==> config.mk <==
export PLATFORM = sky130hd
export DESIGN_NAME = cabb_div_step
export DESIGN_NICKNAME = d
export VERILOG_FILES = /design/src/hdl/cabb_pkg.sv /design/src/hdl/cabb_div_step.sv
export SDC_FILE = /design/constraint.sdc
export NUM_CORES = 1
export LEC_CHECK = 0
export BUFFER_PORTS_ARGS = -buffer_cell sky130_fd_sc_hd__buf_2
export CORE_MARGIN = 4
export CORE_UTILIZATION = 37
export DETAILED_ROUTE_END_ITERATION = 10
export PLACE_DENSITY = 0.71
export SETUP_SLACK_MARGIN = 0.02
export SLEW_MARGIN = 30
export SYNTH_ARGS = -nofsm -noshare
export SYNTH_HDL_FRONTEND = slang
export SYNTH_SLANG_ARGS = --single-unit
==> constraint.sdc <==
create_clock -name vclk -period 10.9
set_clock_uncertainty 0.15 [all_clocks]
set_input_delay 3.27 -clock vclk [all_inputs]
set_output_delay 3.27 -clock vclk [all_outputs]
set_load 0.01 [all_outputs]
==> src/hdl/cabb_pkg.sv <==
// Shared types and constants for the clipped alpha-blend blitter.
// No dependencies; imported by every module of the block except cabb_ram.
`default_nettype none

package cabb_pkg;

  localparam int SCREEN_WIDTH  = 1024;
  localparam int SCREEN_HEIGHT = 768;
  localparam int ATLAS_SIDE    = 128;

  localparam int ATLAS_DEPTH = 16384;
  localparam int ATLAS_AW    = $clog2(ATLAS_DEPTH);
  localparam int ADDR_FULL_W = 18;

  localparam int REM_W  = 20;
  localparam int DIV_W  = 8;
  localparam int IDX_W  = 3;

  // pipeline stage positions
  localparam int ST_CLIP  = 1;
  localparam int ST_MUL   = 2;
  localparam int ST_DIV0  = 3;
  localparam int ST_ADDR  = ST_DIV0 + DIV_W - 1;
  localparam int ST_MEM   = ST_ADDR + 1;
  localparam int ST_ALPHA = ST_MEM + 1;
  localparam int NST      = ST_ALPHA + 1;

  localparam logic [7:0] FILL_MARK = 8'd125;
  localparam logic [7:0] OPAQUE    = 8'hff;

  localparam logic OP_LOAD  = 1'b0;
  localparam logic OP_BLEND = 1'b1;

  typedef enum logic [IDX_W-1:0] {
    REG_DEST_X      = 3'd0,
    REG_DEST_Y      = 3'd1,
    REG_DEST_W      = 3'd2,
    REG_DEST_H      = 3'd3,
    REG_SRC_RECT    = 3'd4,
    REG_BLEND_COLOR = 3'd5
  } reg_idx_t;

  typedef struct packed {
    logic        op;
    logic [13:0] texel_index;
    logic [7:0]  texel_value;
    logic [11:0] pixel_x;
    logic [11:0] pixel_y;
    logic [7:0]  dest_red;
    logic [7:0]  dest_green;
    logic [7:0]  dest_blue;
  } req_t;

  typedef struct packed {
    logic       inside_res;
    logic [7:0] new_red;
    logic [7:0] new_green;
    logic [7:0] new_blue;
  } rsp_t;

  typedef struct packed {
    logic signed [12:0] dest_x;
    logic signed [12:0] dest_y;
    logic [11:0]        dest_w;
    logic [11:0]        dest_h;
    logic [31:0]        src_rect;
    logic [31:0]        blend_color;
  } cfg_t;

  typedef struct packed {
    logic        in_win;
    logic [11:0] ox;
    logic [11:0] oy;
  } clip_t;

  typedef struct packed {
    req_t             req;
    logic             in_win;
    logic [11:0]      ox;
    logic [11:0]      oy;
    logic [REM_W-1:0] rem_x;
    logic [REM_W-1:0] rem_y;
    logic [DIV_W-1:0] qx;
    logic [DIV_W-1:0] qy;
    logic [15:0]      alpha;
  } pl_t;

endpackage

`default_nettype wire

==> src/hdl/cabb_div_step.sv <==
// One restoring-division step: trial subtract of the shifted divisor.
// Depends on cabb_pkg.
`default_nettype none

module cabb_div_step (
  input  logic [cabb_pkg::REM_W-1:0] rem_in,
  input  logic [11:0]                dvs,
  input  logic [2:0]                 bit_pos,
  output logic [cabb_pkg::REM_W-1:0] rem_out,
  output logic                       qbit
);
  import cabb_pkg::*;

  logic [REM_W:0] trial;

  always_comb begin
    trial   = {1'b0, rem_in} - ((REM_W + 1)'(dvs) << bit_pos);
    qbit    = !trial[REM_W];
    rem_out = qbit ? trial[REM_W-1:0] : rem_in;
  end

endmodule

`default_nettype wire

==> flow_metrics.py <==
metrics = {
    "status": {
        "status": "finished, final reports clean",
    },
    "placed_design": {
        "io_buffers": 56,
        "place_congestion": 0.931,
        "hpwlAfterDp_mm": 4.71,
    },
    "sta": {
        "fin_crit_sh": 0.917,
        "rsz0062_at_grt": "false",
        "finalHoldViolCount": 0,
        "period_minus_slack_ps": 9990,
        "fmax_mhz": 100,
        "slew-limit-headroom": 0.569,
        "worstMarginPinSlew_ps": 640,
        "setup_viol": 0,
        "finalMaxSlewViolations": 0,
        "tns_ps": 0,
    },
    "power_and_ir_drop": {
        "pwr-share-clk": 0,
        "p_comb_frac": 1.000,
        "pwr_density_cell_mw_per_mm2": 87.8,
        "p_int_w": 0.0000898,
        "pwr-share-seq": 0,
        "ir_drop_mv": 0.0430,
        "p_switching_w": 0.000106,
        "power_w": 0.000196,
        "power.leakage_nw": 1.13,
        "swShare": 0.541,
    },
    "worst_setup_path": {
        "worstSetupStartpointType": "input port",
        "endpoint_kind": "output pin",
        "crit_type": "input port to output pin",
        "crit_fanout": 15,
        "cp.required_ps": 7480,
        "worstPathArrival_ps": 6570,
    },
    "yosys": {
        "syn-num-nets": 323,
        "yosys_warnings": 0,
        "postSynthAreaPerCell_um2": 7.25,
        "ys_types": 54,
        "netlist_instances": 268,
        "synth-seq-area-share": 0,
        "syn-cell-area_mm2": 0.00194,
    },
    "cells_and_area": {
        "final_nets": 368,
        "area_growth_pct": 14.8,
        "mostFrequentLayoutCells": "buf_2 (56), nor2_1 (28), mux2i_1 (24), a21oi_1 (24), nand2_1 (20)",
        "drive_above_1_share": 0.267,
        "nClkBuffers": 0,
        "seq_area_um2": 0,
        "n_fill_cell": 533,
        "seq_cells": 0,
        "final_common_cell": "buf_2",
        "antenna_cells": 0,
    },
    "detailed_routing": {
        "antenna_left": 0,
        "wirelength_mm": 5.61,
        "route.detailed.drc": 0,
        "via_per_inst": 5.61,
        "post_drt_wl_per_cell_um": 14.7,
        "drt_iter0_drc": 144,
        "vias": 2137,
        "dr.pass1.iters": 4,
    },
    "hold_path": {
        "hold_class": "input port to output pin",
        "holdPathEnd": "rem_out[15]",
        "whs_path_depth": 3,
        "hold_start": "rem_in[15]",
    },
    "global_route": {
        "antenna_found_initial": 0,
        "grt_pass1_wl_mm": 9.14,
        "gr-total-overflow": 0,
        "grt_use_total": 0.169,
        "grt_max_degree": 21,
        "grt_pass1_vias": 1957,
    },
    "floorplanning": {
        "num_rows": 26,
        "io_pins": 56,
        "die_x_um": 80.4,
        "core_area_mm2": 0.00511,
        "dieArea_mm2": 0.00647,
        "initial_core_util": 0.380,
        "die_y_um": 80.4,
    },
    "job": {
        "max_cap_violations": 0,
    },
    "clocking": {
        "cts-hold-fix-buffers": 0,
        "postCtsSetupBuffers": 0,
        "cts_resized": 0,
    },
}
==> routing by layer <==
layer  track usage  routed length [um]  vias to the layer above
met5             0                   0                        -
met4        0.0169                  57                        0
met3       0.00561                 227                        6
met2         0.283                2640                       60
met1         0.247                2680                      990
li1              -                   -                     1081
==> worst max-delay path by stage <==
| stage | end | slack [ps] | depth (start not counted) | startpoint |
|---|---|---|---|---|
| finish | rem_out[8] | 910 | 14 | bit_pos[0] |
| global route | rem_out[8] | 740 | 14 | bit_pos[0] |
| CTS | rem_out[8] | 930 | 14 | bit_pos[0] |
| detailed placement | rem_out[9] | 950 | 14 | bit_pos[0] |
| global placement | rem_out[7] | 950 | 14 | bit_pos[0] |
| floorplan | rem_out[10] | 1080 | 15 | bit_pos[0] |
==> cells in the mapped netlist, types with 2 or more instances <==
cell type,instances,share of area
nor4_1,2,0.0064
o21a_1,3,0.012
nor2_1,28,0.054
inv_1,14,0.027
xnor2_1,11,0.050
buf_6,2,0.012
nand3_1,9,0.023
o2111ai_1,2,0.0090
a21oi_1,24,0.062
clkbuf_1,8,0.015
o211a_1,3,0.015
nand2b_1,6,0.019
mux2_4,9,0.070
a211oi_1,2,0.0077
mux2i_1,24,0.12
o22ai_1,2,0.0064
or3_1,2,0.0064
nand2_1,20,0.039
a31oi_1,3,0.0097
mux2_2,10,0.058
o21ai_0,12,0.031
and3_1,2,0.0064
nor2b_1,2,0.0064
nor3_1,6,0.015
o211ai_1,4,0.015
ha_1,19,0.12
nand4_1,2,0.0064
a21o_1,11,0.043
==> metrics by stage <==
stage / utilization / hold slack, ps / instance area [um^2] / setup WS (ps) / instances
2_1_floorplan: - / 6530 / 1940 / 1080 / 268
3_3_place_gp: 0.436 / 6720 / 2230 / 954 / 381
3_5_place_dp: 0.436 / 6720 / 2230 / 946 / 381
4_1_cts: 0.436 / 6720 / 2230 / 926 / 381
5_1_grt: 0.436 / 6730 / 2230 / 742 / 381
6_report: 0.436 / 6720 / 2230 / 905 / 381
==> cell type report <==
cell class                 count  area [um^2]  area share
inverter                      15         61.3      0.0275
multi-input combinational    240         1800       0.807
tap                           70         87.6      0.0393
timing repair buffer          56          280       0.126
==> kinds of logic (layout without fill, tap and decap cells) <==
logic type,count (synthesis),count (layout),synth area share
and+or+nand+nor,86,86,0.216
xor gates and xnor gates,12,12,0.0541
muxes,43,43,0.251
AOI/OAI and AO/OA,79,79,0.272
adders and majority gates,20,20,0.133
buffers and inverters,28,71,0.0735
==> power by group through the flow <==
stage | Clock [W] | Sequential [W] | Combinational [W]
after floorplan | 0 | 0 | 0.000145
after global placement | 0 | 0 | 0.000193
after detailed placement | 0 | 0 | 0.000194
after CTS | 0 | 0 | 0.000195
after global routing | 0 | 0 | 0.000215
final | 0 | 0 | 0.000196
==> worst max-delay path: stages <==
cell,delay (ps)
buf_2,290
mux2_2,390
nor2_1,90
a21oi_1,60
mux2i_1,220
ha_1,320
a21o_1,230
a21oi_1,270
nand3b_1,180
a311o_2,470
nor2_8,210
inv_6,120
mux2_4,310
buf_2,140
(Power assumes the default switching activity.)
