==> src/hdl/cabb_pkg.sv <==
// Shared types and constants for the clipped alpha-blend blitter.
// No dependencies; imported by every module of the block except cabb_ram.
`default_nettype none

package cabb_pkg;

  localparam int SCREEN_WIDTH  = 1024;
  localparam int SCREEN_HEIGHT = 768;
  localparam int ATLAS_SIDE    = 128;

  localparam int ATLAS_DEPTH = 16384;
  localparam int ATLAS_AW    = $clog2(ATLAS_DEPTH);
  localparam int ADDR_FULL_W = 18;

  localparam int REM_W  = 20;
  localparam int DIV_W  = 8;
  localparam int IDX_W  = 3;

  // pipeline stage positions
  localparam int ST_CLIP  = 1;
  localparam int ST_MUL   = 2;
  localparam int ST_DIV0  = 3;
  localparam int ST_ADDR  = ST_DIV0 + DIV_W - 1;
  localparam int ST_MEM   = ST_ADDR + 1;
  localparam int ST_ALPHA = ST_MEM + 1;
  localparam int NST      = ST_ALPHA + 1;

  localparam logic [7:0] FILL_MARK = 8'd125;
  localparam logic [7:0] OPAQUE    = 8'hff;

  localparam logic OP_LOAD  = 1'b0;
  localparam logic OP_BLEND = 1'b1;

  typedef enum logic [IDX_W-1:0] {
    REG_DEST_X      = 3'd0,
    REG_DEST_Y      = 3'd1,
    REG_DEST_W      = 3'd2,
    REG_DEST_H      = 3'd3,
    REG_SRC_RECT    = 3'd4,
    REG_BLEND_COLOR = 3'd5
  } reg_idx_t;

  typedef struct packed {
    logic        op;
    logic [13:0] texel_index;
    logic [7:0]  texel_value;
    logic [11:0] pixel_x;
    logic [11:0] pixel_y;
    logic [7:0]  dest_red;
    logic [7:0]  dest_green;
    logic [7:0]  dest_blue;
  } req_t;

  typedef struct packed {
    logic       inside_res;
    logic [7:0] new_red;
    logic [7:0] new_green;
    logic [7:0] new_blue;
  } rsp_t;

  typedef struct packed {
    logic signed [12:0] dest_x;
    logic signed [12:0] dest_y;
    logic [11:0]        dest_w;
    logic [11:0]        dest_h;
    logic [31:0]        src_rect;
    logic [31:0]        blend_color;
  } cfg_t;

  typedef struct packed {
    logic        in_win;
    logic [11:0] ox;
    logic [11:0] oy;
  } clip_t;

  typedef struct packed {
    req_t             req;
    logic             in_win;
    logic [11:0]      ox;
    logic [11:0]      oy;
    logic [REM_W-1:0] rem_x;
    logic [REM_W-1:0] rem_y;
    logic [DIV_W-1:0] qx;
    logic [DIV_W-1:0] qy;
    logic [15:0]      alpha;
  } pl_t;

endpackage

`default_nettype wire

==> src/hdl/cabb_clip.sv <==
// Clip window test and destination offsets for one pixel.
// Depends on cabb_pkg.
`default_nettype none

module cabb_clip (
  input  cabb_pkg::cfg_t  cfg,
  input  logic [11:0]     x,
  input  logic [11:0]     y,
  output cabb_pkg::clip_t clip
);
  import cabb_pkg::*;

  localparam logic [12:0] LIM_X = 13'(SCREEN_WIDTH);
  localparam logic [12:0] LIM_Y = 13'(SCREEN_HEIGHT);

  function automatic logic [11:0] clamp_edge(input logic signed [13:0] v,
                                             input logic [12:0] lim);
    logic [12:0] top;
    top = lim - 13'd1;
    if (v < 14'sd0) begin
      clamp_edge = 12'd0;
    end else if (v >= $signed({1'b0, lim})) begin
      clamp_edge = top[11:0];
    end else begin
      clamp_edge = v[11:0];
    end
  endfunction

  logic signed [13:0] x0, y0, x1, y1;
  logic [11:0]        sx, sy, ex, ey;
  logic [13:0]        dx, dy;

  always_comb begin
    x0 = {cfg.dest_x[12], cfg.dest_x};
    y0 = {cfg.dest_y[12], cfg.dest_y};
    x1 = x0 + $signed({2'b00, cfg.dest_w});
    y1 = y0 + $signed({2'b00, cfg.dest_h});
    sx = clamp_edge(x0, LIM_X);
    sy = clamp_edge(y0, LIM_Y);
    ex = clamp_edge(x1, LIM_X);
    ey = clamp_edge(y1, LIM_Y);
    dx = {2'b00, x} - x0;
    dy = {2'b00, y} - y0;
    clip.in_win = (x >= sx) && (x < ex) && (y >= sy) && (y < ey) &&
                  (cfg.dest_w != 12'd0) && (cfg.dest_h != 12'd0);
    clip.ox = dx[11:0];
    clip.oy = dy[11:0];
  end

endmodule

`default_nettype wire

==> config.mk <==
export PLATFORM = sky130hd
export DESIGN_NAME = cabb_clip
export DESIGN_NICKNAME = d
export VERILOG_FILES = /design/src/hdl/cabb_pkg.sv /design/src/hdl/cabb_clip.sv
export SDC_FILE = /design/constraint.sdc
export NUM_CORES = 1
export LEC_CHECK = 0
export ABC_AREA = 1
export BUFFER_PORTS_ARGS = -buffer_cell sky130_fd_sc_hd__clkbuf_2
export CAP_MARGIN = 20
export CORE_MARGIN = 10
export CORE_UTILIZATION = 38
export DETAILED_ROUTE_END_ITERATION = 6
export PLACE_DENSITY = 0.66
export REMOVE_ABC_BUFFERS = 1
export SYNTH_ARGS = -nofsm -noshare
export SYNTH_HDL_FRONTEND = slang
export SYNTH_SLANG_ARGS = --single-unit
export TNS_END_PERCENT = 50
==> constraint.sdc <==
create_clock -name vclk -period 6.7
set_clock_uncertainty 0.15 [all_clocks]
set_input_delay 1.34 -clock vclk [all_inputs]
set_output_delay 1.34 -clock vclk [all_outputs]
set_load 0.05 [all_outputs]
==> impl_metrics.yaml <==
cells_and_area:
  fill_cells: 1048
  clkbuf_count: 0
  regArea_sq_um: 0
  drive_gt1_share_pct: 15.6
  antennaDiodeCount: 0
  nFlopsAndLatches: 0
  postLayoutCoreUtil_pct: 45.6
  synthToLayoutAreaGrowth_pct: 17.9
  multi_input_comb_area_sq_um: 3290
  postLayoutCellArea_sq_um: 4410
  design.final.nets: 969
critical_path:
  critical_path.endpoint_type: "primary output"
  critPathLaunchType: "input pin"
  worst_path_dominant_cell_family: "simple AND/OR/NAND/NOR gates"
  buf_inv_stages_crit_path: 2
  cp.required_ns: 5.21
  crit_slowest_cell: "sky130_fd_sc_hd__ha_1"
  critical_path.max_fanout: 11
  timing.critical_path.cells: "clkbuf_2 -> ha_1 -> a21oi_1 -> nand2_1 -> nand2_2 -> nand2_4 -> nand2_2 -> nand3_2 -> nand2_1 -> nand2_1 -> o21ai_0 -> ha_1 -> a21oi_1 -> nor2_1 -> a211oi_1 -> nor2_1 -> nor2_1 -> o2111ai_1 -> nor2_1 -> nand2_1 -> nor2_2 -> clkbuf_2"
  setup.worst_path.class: "input pin to primary output"
  cpPeakStageDelay_ns: 0.36
  worstPathArrival_ns: 4.66
  critical_path.startpoint: "cfg[103]"
  worst-path-stages: 22
  critical_path.endpoint: "clip[24]"
power:
  internal_power_mw: 0.161
  net_sw_share_pct: 67.4
  power_leakage_nw: 2.66
  power_per_cell_area_nw_per_um2: 112
  sequential_fraction_of_design_power_pct: 0
  comb_power_share_pct: 100.0
  netSwitchingPower_mw: 0.332
  power_frac_clock_pct: 0
  peakVddDrop_uv: 89.0
routing:
  route.vias.total: 4223
  drt-initial-drc-count: 234
  avgViaCountPerCell: 4.88
  detailedRoute.firstPassIterationCount: 5
  route.antenna.remaining_nets: 0
  drc: 0
  routed_wire_length_per_instance_um: 13.0
  totalWireLength_mm: 11.3
floorplanning:
  start_util_pct: 38.7
  io_pins: 163
  core_region_area_sq_um: 9680
  std_cell_rows: 36
  die-area_sq_um: 14200
  die_width_um: 119
  chipHeight_um: 119
synthesis:
  synth_top_cells_by_area: "sky130_fd_sc_hd__ha_1, sky130_fd_sc_hd__nand2_1, sky130_fd_sc_hd__inv_1, sky130_fd_sc_hd__a21oi_1, sky130_fd_sc_hd__o21ai_0"
  yosysMostFrequentCell: "sky130_fd_sc_hd__nand2_1"
  yosysTopAreaCell: "sky130_fd_sc_hd__ha_1"
  post_synth_most_frequent_cells: "sky130_fd_sc_hd__nand2_1, sky130_fd_sc_hd__inv_1, sky130_fd_sc_hd__ha_1, sky130_fd_sc_hd__a21oi_1, sky130_fd_sc_hd__o21ai_0"
  yosysWarnings: 0
  synthesis.instances: 630
  netlist-cell-type-count: 36
  synthesis.area_per_instance_sq_um: 5.94
  synth_top_area_share_pct: 30.7
  synth_sequential_area_ratio_pct: 0
  syn-cell-area_sq_um: 3740
timing:
  timing.final.setup_violations: 0
  finalCriticalPeriod_ns: 6.15
  hold_slack_ns: 3.02
  maxSlewHeadroom_pct: 36.8
  setup_tns_ns: 0
  timing.final.hold_violations: 0
  timing_max_transition_violations_final: 0
  final_critical_path_share_of_the_clock_period_pct: 91.8
  worstMarginPinSlew_ns: 0.938
  setup_repair_after_global_routing_missed_its_margin: "no"
  achievable-frequency_ghz: 0.163
global_routing:
  grt_pass1_vias: 4163
  grt_start_max_net_pins: 12
  grt_usage_pct: 15.1
  grt_overflow: 0
  antenna_found_initial: 0
  grt_pass1_wl_mm: 18.9
job:
  max_cap_viol_count: 0
worst_hold_path:
  min-delay-path-class: "input pin to primary output"
clock_tree:
  cts-hold-fix-buffers: 0
  post_cts_buffers: 0
  post_cts_resized: 0
placement:
  port-buffer-count: 99
  finalWeightedCongestion: 0.934
  hpwlAfterDp_mm: 10.4
  placed_area_sq_um: 4410
outcome:
  status: "complete, no violations"
how the worst min path moves through the flow:
| stage | startpoint | end | slack (ns) | cells past startpoint |
|---|---|---|---|---|
| floorplan | cfg[88] | clip[0] | 2.81 | 2 |
| global placement | cfg[88] | clip[0] | 3.02 | 4 |
| detailed placement | cfg[88] | clip[0] | 3.02 | 4 |
| CTS | cfg[88] | clip[0] | 3.03 | 4 |
| global route | cfg[88] | clip[0] | 3.04 | 4 |
| finish | cfg[88] | clip[0] | 3.02 | 4 |
tightest hold or removal path, cell delays in order:
cell and delay, ns:
sky130_fd_sc_hd__clkbuf_2 0.11, sky130_fd_sc_hd__ha_1 0.12, sky130_fd_sc_hd__inv_1 0.03, sky130_fd_sc_hd__clkbuf_2 0.23
layout by cell type, fill, tap and decap left out, types with 2 or more instances in the layout:
master and n:
sky130_fd_sc_hd__nand2_1 160, sky130_fd_sc_hd__inv_1 120, sky130_fd_sc_hd__clkbuf_2 99, sky130_fd_sc_hd__ha_1 92, sky130_fd_sc_hd__a21oi_1 47, sky130_fd_sc_hd__o21ai_0 46
sky130_fd_sc_hd__nor2_1 36, sky130_fd_sc_hd__nand3_1 28, sky130_fd_sc_hd__xor2_1 19, sky130_fd_sc_hd__xnor2_1 15, sky130_fd_sc_hd__nand4_1 9, sky130_fd_sc_hd__conb_1 8
sky130_fd_sc_hd__o21ai_1 6, sky130_fd_sc_hd__nor4_1 6, sky130_fd_sc_hd__o21bai_1 5, sky130_fd_sc_hd__fa_1 4, sky130_fd_sc_hd__nand3_2 3, sky130_fd_sc_hd__inv_2 3
sky130_fd_sc_hd__nand2_2 3, sky130_fd_sc_hd__a211oi_1 3, sky130_fd_sc_hd__a41oi_1 2, sky130_fd_sc_hd__a21oi_2 2, sky130_fd_sc_hd__nor2_2 2, sky130_fd_sc_hd__a31oi_1 2
sky130_fd_sc_hd__o21a_1 2, sky130_fd_sc_hd__a21boi_0 2
final cells by class:
cell class         count  area share (%)
repair buffers        99            11.2
well taps            133            3.77
multi-input cells    510            74.5
inverters            124            10.5
per-layer routing:
metal	routed length [um]	track usage, %	up-vias
met1	5380	19.7	1857
met4	113	1.37	0
met2	5150	26.4	96
met3	626	2.41	8
met5	0	0	-
li1	-	-	2262
power by group through the flow:
| stage | registers, mW | clock network [mW] | logic (mW) |
|---|---|---|---|
| final | 0 | 0 | 0.493 |
| after global routing | 0 | 0 | 0.556 |
| after CTS | 0 | 0 | 0.497 |
| after detailed placement | 0 | 0 | 0.495 |
| after global placement | 0 | 0 | 0.484 |
| after floorplan | 0 | 0 | 0.365 |
per-stage QoR:
stage          setup WS [ns]  total power [mW]  instances
4_1_cts                0.511             0.497        866
2_1_floorplan           1.09             0.365        634
3_3_place_gp           0.580             0.484        866
6_report               0.553             0.493        866
5_1_grt                0.172             0.556        866
3_5_place_dp           0.511             0.495        866
cell families after synthesis:
logic type	after synthesis	synth area share (%)
AOI/OAI and AO/OA	120	17.5
adders and majority gates	96	32.9
xor gates and xnor gates	34	7.95
other	1	0.100
and+or+nand+nor	252	28.6
buffers and inverters	127	12.9
No activity file was read; power rests on OpenSTA's default activity.
