## src/hdl/cabb_pkg.sv

```systemverilog
// Shared types and constants for the clipped alpha-blend blitter.
// No dependencies; imported by every module of the block except cabb_ram.
`default_nettype none

package cabb_pkg;

  localparam int SCREEN_WIDTH  = 1024;
  localparam int SCREEN_HEIGHT = 768;
  localparam int ATLAS_SIDE    = 128;

  localparam int ATLAS_DEPTH = 16384;
  localparam int ATLAS_AW    = $clog2(ATLAS_DEPTH);
  localparam int ADDR_FULL_W = 18;

  localparam int REM_W  = 20;
  localparam int DIV_W  = 8;
  localparam int IDX_W  = 3;

  // pipeline stage positions
  localparam int ST_CLIP  = 1;
  localparam int ST_MUL   = 2;
  localparam int ST_DIV0  = 3;
  localparam int ST_ADDR  = ST_DIV0 + DIV_W - 1;
  localparam int ST_MEM   = ST_ADDR + 1;
  localparam int ST_ALPHA = ST_MEM + 1;
  localparam int NST      = ST_ALPHA + 1;

  localparam logic [7:0] FILL_MARK = 8'd125;
  localparam logic [7:0] OPAQUE    = 8'hff;

  localparam logic OP_LOAD  = 1'b0;
  localparam logic OP_BLEND = 1'b1;

  typedef enum logic [IDX_W-1:0] {
    REG_DEST_X      = 3'd0,
    REG_DEST_Y      = 3'd1,
    REG_DEST_W      = 3'd2,
    REG_DEST_H      = 3'd3,
    REG_SRC_RECT    = 3'd4,
    REG_BLEND_COLOR = 3'd5
  } reg_idx_t;

  typedef struct packed {
    logic        op;
    logic [13:0] texel_index;
    logic [7:0]  texel_value;
    logic [11:0] pixel_x;
    logic [11:0] pixel_y;
    logic [7:0]  dest_red;
    logic [7:0]  dest_green;
    logic [7:0]  dest_blue;
  } req_t;

  typedef struct packed {
    logic       inside_res;
    logic [7:0] new_red;
    logic [7:0] new_green;
    logic [7:0] new_blue;
  } rsp_t;

  typedef struct packed {
    logic signed [12:0] dest_x;
    logic signed [12:0] dest_y;
    logic [11:0]        dest_w;
    logic [11:0]        dest_h;
    logic [31:0]        src_rect;
    logic [31:0]        blend_color;
  } cfg_t;

  typedef struct packed {
    logic        in_win;
    logic [11:0] ox;
    logic [11:0] oy;
  } clip_t;

  typedef struct packed {
    req_t             req;
    logic             in_win;
    logic [11:0]      ox;
    logic [11:0]      oy;
    logic [REM_W-1:0] rem_x;
    logic [REM_W-1:0] rem_y;
    logic [DIV_W-1:0] qx;
    logic [DIV_W-1:0] qy;
    logic [15:0]      alpha;
  } pl_t;

endpackage

`default_nettype wire

```

## src/hdl/cabb_blend.sv

```systemverilog
// Final color blend: pass-through outside the window, else fill, opaque fill or texture-weighted mix per channel.
// Depends on cabb_pkg.
`default_nettype none

module cabb_blend (
  input  cabb_pkg::pl_t  stg,
  input  cabb_pkg::cfg_t cfg,
  output cabb_pkg::rsp_t rsp
);
  import cabb_pkg::*;

  // c + floor(a*(col-c) / 2^k), k = 16 or 8
  function automatic logic [7:0] mix(input logic [7:0] c, input logic [7:0] col,
                                     input logic [15:0] a, input logic sh16);
    logic signed [8:0]  d;
    logic signed [25:0] p;
    logic signed [25:0] s;
    d = $signed({1'b0, col}) - $signed({1'b0, c});
    p = $signed({1'b0, a}) * d;
    s = sh16 ? (p >>> 16) : (p >>> 8);
    mix = s[7:0] + c;
  endfunction

  logic       fill;
  logic [7:0] ca, cr, cg, cb;

  always_comb begin
    fill = cfg.src_rect[7:0] == FILL_MARK;
    cr   = cfg.blend_color[7:0];
    cg   = cfg.blend_color[15:8];
    cb   = cfg.blend_color[23:16];
    ca   = cfg.blend_color[31:24];
    rsp.inside_res = stg.in_win;
    if (!stg.in_win) begin
      rsp.new_red   = stg.req.dest_red;
      rsp.new_green = stg.req.dest_green;
      rsp.new_blue  = stg.req.dest_blue;
    end else if (fill && ca == OPAQUE) begin
      rsp.new_red   = cr;
      rsp.new_green = cg;
      rsp.new_blue  = cb;
    end else begin
      rsp.new_red   = mix(stg.req.dest_red,   cr, stg.alpha, !fill);
      rsp.new_green = mix(stg.req.dest_green, cg, stg.alpha, !fill);
      rsp.new_blue  = mix(stg.req.dest_blue,  cb, stg.alpha, !fill);
    end
  end

endmodule

`default_nettype wire

```

## config.mk

```make
export PLATFORM = sky130hd
export DESIGN_NAME = cabb_blend
export DESIGN_NICKNAME = d
export VERILOG_FILES = /design/src/hdl/cabb_pkg.sv /design/src/hdl/cabb_blend.sv
export SDC_FILE = /design/constraint.sdc
export NUM_CORES = 1
export LEC_CHECK = 0
export ABC_AREA = 1
export BUFFER_PORTS_ARGS = -buffer_cell sky130_fd_sc_hd__buf_2
export CAP_MARGIN = 20
export CORE_MARGIN = 2
export CORE_UTILIZATION = 53
export DETAILED_ROUTE_END_ITERATION = 12
export PLACE_DENSITY = 0.78
export SLEW_MARGIN = 10
export SYNTH_ARGS = -nofsm -noshare
export SYNTH_HDL_FRONTEND = slang
export SYNTH_SLANG_ARGS = --single-unit
```

## constraint.sdc

```tcl
create_clock -name vclk -period 30.1
set_input_delay 4.515 -clock vclk [all_inputs]
set_output_delay 4.515 -clock vclk [all_outputs]
set_load 0.05 [all_outputs]
```

==> metrics.txt, run 1 <==
io pins 307; # hold bufs at CTS 0; vias in the first global route 15080; DRC marker count from the first detailed-route iteration 1070; Vias per Instance 5.474; outcome finished clean; Worst path most repeated cell nand2_1; Max Freq 0.05834 GHz; sequential area share after synthesis 0%; Port Buffers 106; first-pass GRT wire length 71860 um; RD Place Congestion 0.9468; Seq. cell area 0 sq um; Synth warnings 0; number of gates resized after cts 0; setup TNS 0 ns; Routed WL 43480 um; CP Launch Type input port; All-Layer GR Usage 27.89%; initial antenna violation count 1; Design Area, Final 17090 sq um; Final Hold Viols 0; CP Class input port to output pin; final net count 3147; post-synth top area cell fa_1; highest fanout seen on the critical path 11; Period Utilization, post-route 56.95%; post-synth cell types 43; Initial Util 53.58%; Die H 179.4 um; Avg Synthesized Cell Area 7.064 sq um; detailed placement HPWL 35820 um; CP Depth 43; wire per inst 15.83 um; slowest stage cell on the critical path xnor2_1; 1st-pass router iterations 6; Worst Setup End Kind output pin; post-route DRC violation count 0; Hold Path Class input port to output pin; die area 32180 sq um; WP data required 25.59 ns; largest net degree at the start of global routing 35; post-synthesis instance total 2308; final setup vio count 0; Worst Hold Slack 9.433 ns; max-slew violations 0; crit path DAT 12.63 ns; Max-cap violations 0; die width 179.4 um; worst slew pin tran 0.9455 ns; gr ovfl total 0; via count 15030; number of routed nets with antenna violations 0; Mapped Area 16300 sq um; top-area cell type share of the netlist area 36.84%; Max-slew headroom 36.58%; Worst Path Buf+Inv 9; site row count 64; Placed Area 17090 sq um; top cells by area, synth fa_1 (37%), ha_1 (16%), nand2_1 (12%); core area 30430 sq um; Top Family by Delay on Critical Path adder cells; share of cells above drive strength 1 6.982%; Mapped Nets 3104; Setup Fix Bufs, Post-CTS 0; FF+latch count 0; Max stage delay on crit path 0.66 ns; unrepaired setup endpoints after global routing false; CLK BUF 0; synthesis-to-layout area growth 4.842%; crit path time final 17.14 ns; worst hold stages 4
## path summary, 6_finish.rpt
check	start	to	slack [ns]
min	stg[104]	rsp[7]	9.43
max	stg[97]	rsp[6]	12.96
## tightest hold or removal path: stages
cell and delay, ns:
buf_2 0.10, nand2_1 0.05, nand2_1 0.05, buf_2 0.20
## stage by stage
step	std cells	setup slack, ns	util [%]
5_1_grt	2745	12.38	56.16
2_1_floorplan	2308	13.49	-
4_1_cts	2745	13.04	56.16
3_5_place_dp	2745	13.06	56.16
3_3_place_gp	2745	13.19	56.16
6_report	2746	12.96	56.17
## cell type report
| class | count | area (sq um) |
|---|---|---|
| Multi-Input combinational cell | 1749 | 14160 |
| Tap cell | 396 | 495.5 |
| Antenna cell | 1 | 2.502 |
| Fill cell | 2875 | 13340 |
| Inverter | 482 | 1809 |
| Timing Repair Buffer | 118 | 620.6 |
## kinds of logic (layout without fill, tap and decap cells)
group | count (synthesis) | in the layout | share of synthesized area, %
buffers and inverters | 559 | 600 | 13.13
and+or+nand+nor | 1007 | 1007 | 24.90
other | 0 | 1 | 0
AOI/OAI and AO/OA | 194 | 194 | 6.785
adders and majority gates | 514 | 514 | 53.26
xor gates and xnor gates | 34 | 34 | 1.919
## cells in the final DEF (no fill, tap or decap), types with 3 or more instances in the layout
cell type	count
a211oi_1	3
nand2_2	10
o21ai_1	5
nand3_1	85
o22ai_1	6
nor3_1	9
buf_4	12
a31oi_1	8
o21bai_1	5
a21oi_1	91
buf_2	106
nand2_1	505
fa_1	300
nand3b_1	6
ha_1	214
xnor2_1	13
nand4_1	19
nor2_1	351
clkinv_1	4
o21ai_0	45
a22oi_1	12
or2_2	13
a21o_1	5
inv_2	6
inv_1	472
a21oi_2	6
xor2_1	19
## synthesized netlist by cell type (2+ instances only)
cell type  number
o22ai_1         6
or2_2          13
nand4_1        19
or2_1           2
xnor2_1        13
nor4_1          2
clkinv_1        4
buf_4           3
xor2_1         19
a21oi_1        91
nand2_1       505
a21oi_2         6
xor2_2          2
nand3_1        85
a21o_1          5
buf_6           2
inv_2           6
nand2_2        10
nor3_1          9
inv_1         472
nand3b_1        6
a211oi_1        3
ha_1          214
nor2_1        352
buf_2          13
o21bai_2        2
clkbuf_1       55
fa_1          300
o21ai_2         2
o21ai_0        45
o21ai_1         5
buf_1           4
a22oi_1        12
a31oi_1         8
o21bai_1        5
## layer usage
layer / global-route usage (%) / routed length (um) / vias to the layer above
li1: - / - / 7060
met1: 37.47 / 17820 / 7185
met2: 46.04 / 19970 / 680
met3: 5.232 / 4294 / 107
met4: 8.300 / 1392 / 0
met5: 0 / 0 / -
Power of run 1 is left out: the tool's default activity adds up to more than one toggle a clock period on the data nets, which glitch-free logic cannot reach.
==> run 2: changes to the inputs <==
Settings changed: ABC_AREA 1 to 0.
Clock period 30.1 ns to 16.06 ns, I/O delays scaled along.
==> run 2 against run 1 <==
Synthesized cell count fell by 23%. Sequential cell count stayed put. Die area fell by 5.1%. Non-clock buffer count grew 12. First-iteration DRC count decreased by 37%. Sequential share of layout area did not move. Worst setup slack got worse by 12 ns. Final cell count down 19%. Critical endpoint is now rsp[15]. Highest routed layer unchanged.
==> metrics.txt, run 2 <==
outcome finished clean; area share of fa/ha/maj cells after synthesis 56.21%; post-synthesis instance total 1781; post-synth top area cell fa_1; Worst Setup End Kind output pin; Seq. cell area 0 sq um; Port Buffers 106; worst hold stages 3; FF+latch count 0; first-pass GRT wire length 63650 um; max-slew violations 0; Setup Fix Bufs, Post-CTS 0; via count 12330; die area 30530 sq um; largest net degree at the start of global routing 53; gr ovfl total 0; top-count cell post-synth fa_1; Commonest cells post-synth fa_1 (300), inv_1 (283), ha_1 (214); commonest non-fill, non-tap cells in the layout fa_1 (300), inv_1 (283), ha_1 (214); worst slew pin tran 0.8811 ns; sequential area share after synthesis 0%; Max stage delay on crit path 0.73 ns; RD Place Congestion 0.8866; Design Area, Final 16370 sq um; post-synth cell types 58; detailed placement HPWL 29490 um; Synth Area in Simple Gates 21.61%; largest family of logic cells by synthesized area adder cells; Worst Hold Endpoint rsp[7]; post-route DRC violation count 0; vias in the first global route 13360; post-synthesis mux area share 0%; Avg Synthesized Cell Area 8.673 sq um; core area 28700 sq um; unrepaired setup endpoints after global routing false; slowest stage cell on the critical path o41ai_1; Final Hold Viols 0; Placed Area 16370 sq um; number of gates resized after cts 0; Initial Util 53.82%; setup TNS 0 ns; WP data required 13.65 ns; final net count 2633; Routed WL 36710 um; number of routed nets with antenna violations 0; Max-cap violations 0; Max Freq 0.06650 GHz; 1st-pass router iterations 4; Antenna diodes 0; highest fanout seen on the critical path 16; DRC marker count from the first detailed-route iteration 678; share of cells above drive strength 1 8.556%; # hold bufs at CTS 0; Vias per Instance 5.556; crit path time final 15.04 ns; site row count 62; top-area cell type share of the netlist area 38.88%; CP Launch Type input port; commonest non-fill, non-tap cell in the layout fa_1; Mapped Nets 2577; fill count 2613; synthesis-to-layout area growth 5.953%; top cells by area, synth fa_1 (39%), ha_1 (17%), and2_1 (8.4%); die width 174.7 um; wire per inst 16.54 um; Worst path most repeated cell fa_1; Max-slew headroom 40.49%; All-Layer GR Usage 25.23%; HP Start stg[104]; XOR/XNOR Fraction of Synth Area 4.649%; CP Class input port to output pin; initial antenna violation count 0; Period Utilization, post-route 93.63%; Hold Path Class input port to output pin; io pins 307; CLK BUF 0; Mapped Area 15450 sq um; final setup vio count 0; Synth warnings 0; post-synthesis compound-gate area fraction 8.748%; Die H 174.7 um; crit path DAT 12.63 ns
[run 2: cell types whose count changed in the layout (fill, tap and decap cells not counted), sizes merged, moves of 18 or more]
| cell | change |
|---|---|
| nand2b | +92 |
| and2 | +208 |
| inv | -195 |
| xnor2 | +37 |
| nand3 | -74 |
| nor2 | -266 |
| a21oi | -43 |
| nand2 | -377 |
| a21o | +28 |
| nor2b | +18 |
[run 2: routing by layer]
layer,part of all wire [%],GRT usage (%),wire [um],vias up
met4,1.6,4.618,605,0
met5,0,0,0,-
met2,48,43.00,17570,452
met1,43,35.48,15810,6140
met3,7.4,2.328,2726,46
li1,-,-,-,5691
[run 2: area by class of cell]
cell class	count	area [sq um]	share of cell area [%]
Tap cell	384	480.5	2.936
Timing Repair Buffer	130	710.7	4.342
Inverter	284	1066	6.513
Multi-Input combinational cell	1421	14110	86.21
[run 2: worst max-delay path by stage]
| stage | cells past startpoint | from | end | slack [ns] |
|---|---|---|---|---|
| 3_3_place_gp | 44 | stg[106] | rsp[15] | 1.22 |
| 6_report | 45 | stg[106] | rsp[15] | 1.02 |
| 2_1_floorplan | 42 | cfg[8] | rsp[15] | 1.68 |
| 4_1_cts | 44 | stg[106] | rsp[15] | 1.08 |
| 5_1_grt | 43 | stg[106] | rsp[15] | 0.46 |
| 3_5_place_dp | 44 | stg[106] | rsp[15] | 1.11 |
[run 2: cells by family after synthesis]
family	Yosys count
and+or+nand+nor	620
adders and majority gates	514
buffers and inverters	360
AOI/OAI and AO/OA	205
xor gates and xnor gates	82
[run 2: critical path, delay by kind of cell]
| family | cells | cell delay, ns |
|---|---|---|
| buffers and inverters | 7 | 0.95 |
| adder cells (fa/ha/maj) | 8 | 3.38 |
| AO/OA/AOI/OAI | 19 | 4.35 |
| XOR/XNOR | 3 | 0.49 |
| AND/OR/NAND/NOR | 8 | 1.01 |
[run 2: per-stage QoR]
stage	util (%)	instances	hold WS, ns	setup WS (ns)
6_report	57.02	2219	5.227	1.023
5_1_grt	57.02	2219	5.274	0.4616
4_1_cts	57.02	2219	5.226	1.081
3_5_place_dp	57.02	2219	5.223	1.112
3_3_place_gp	57.02	2219	5.206	1.216
2_1_floorplan	-	1781	4.985	1.677
Power of run 2 is left out for the same reason.
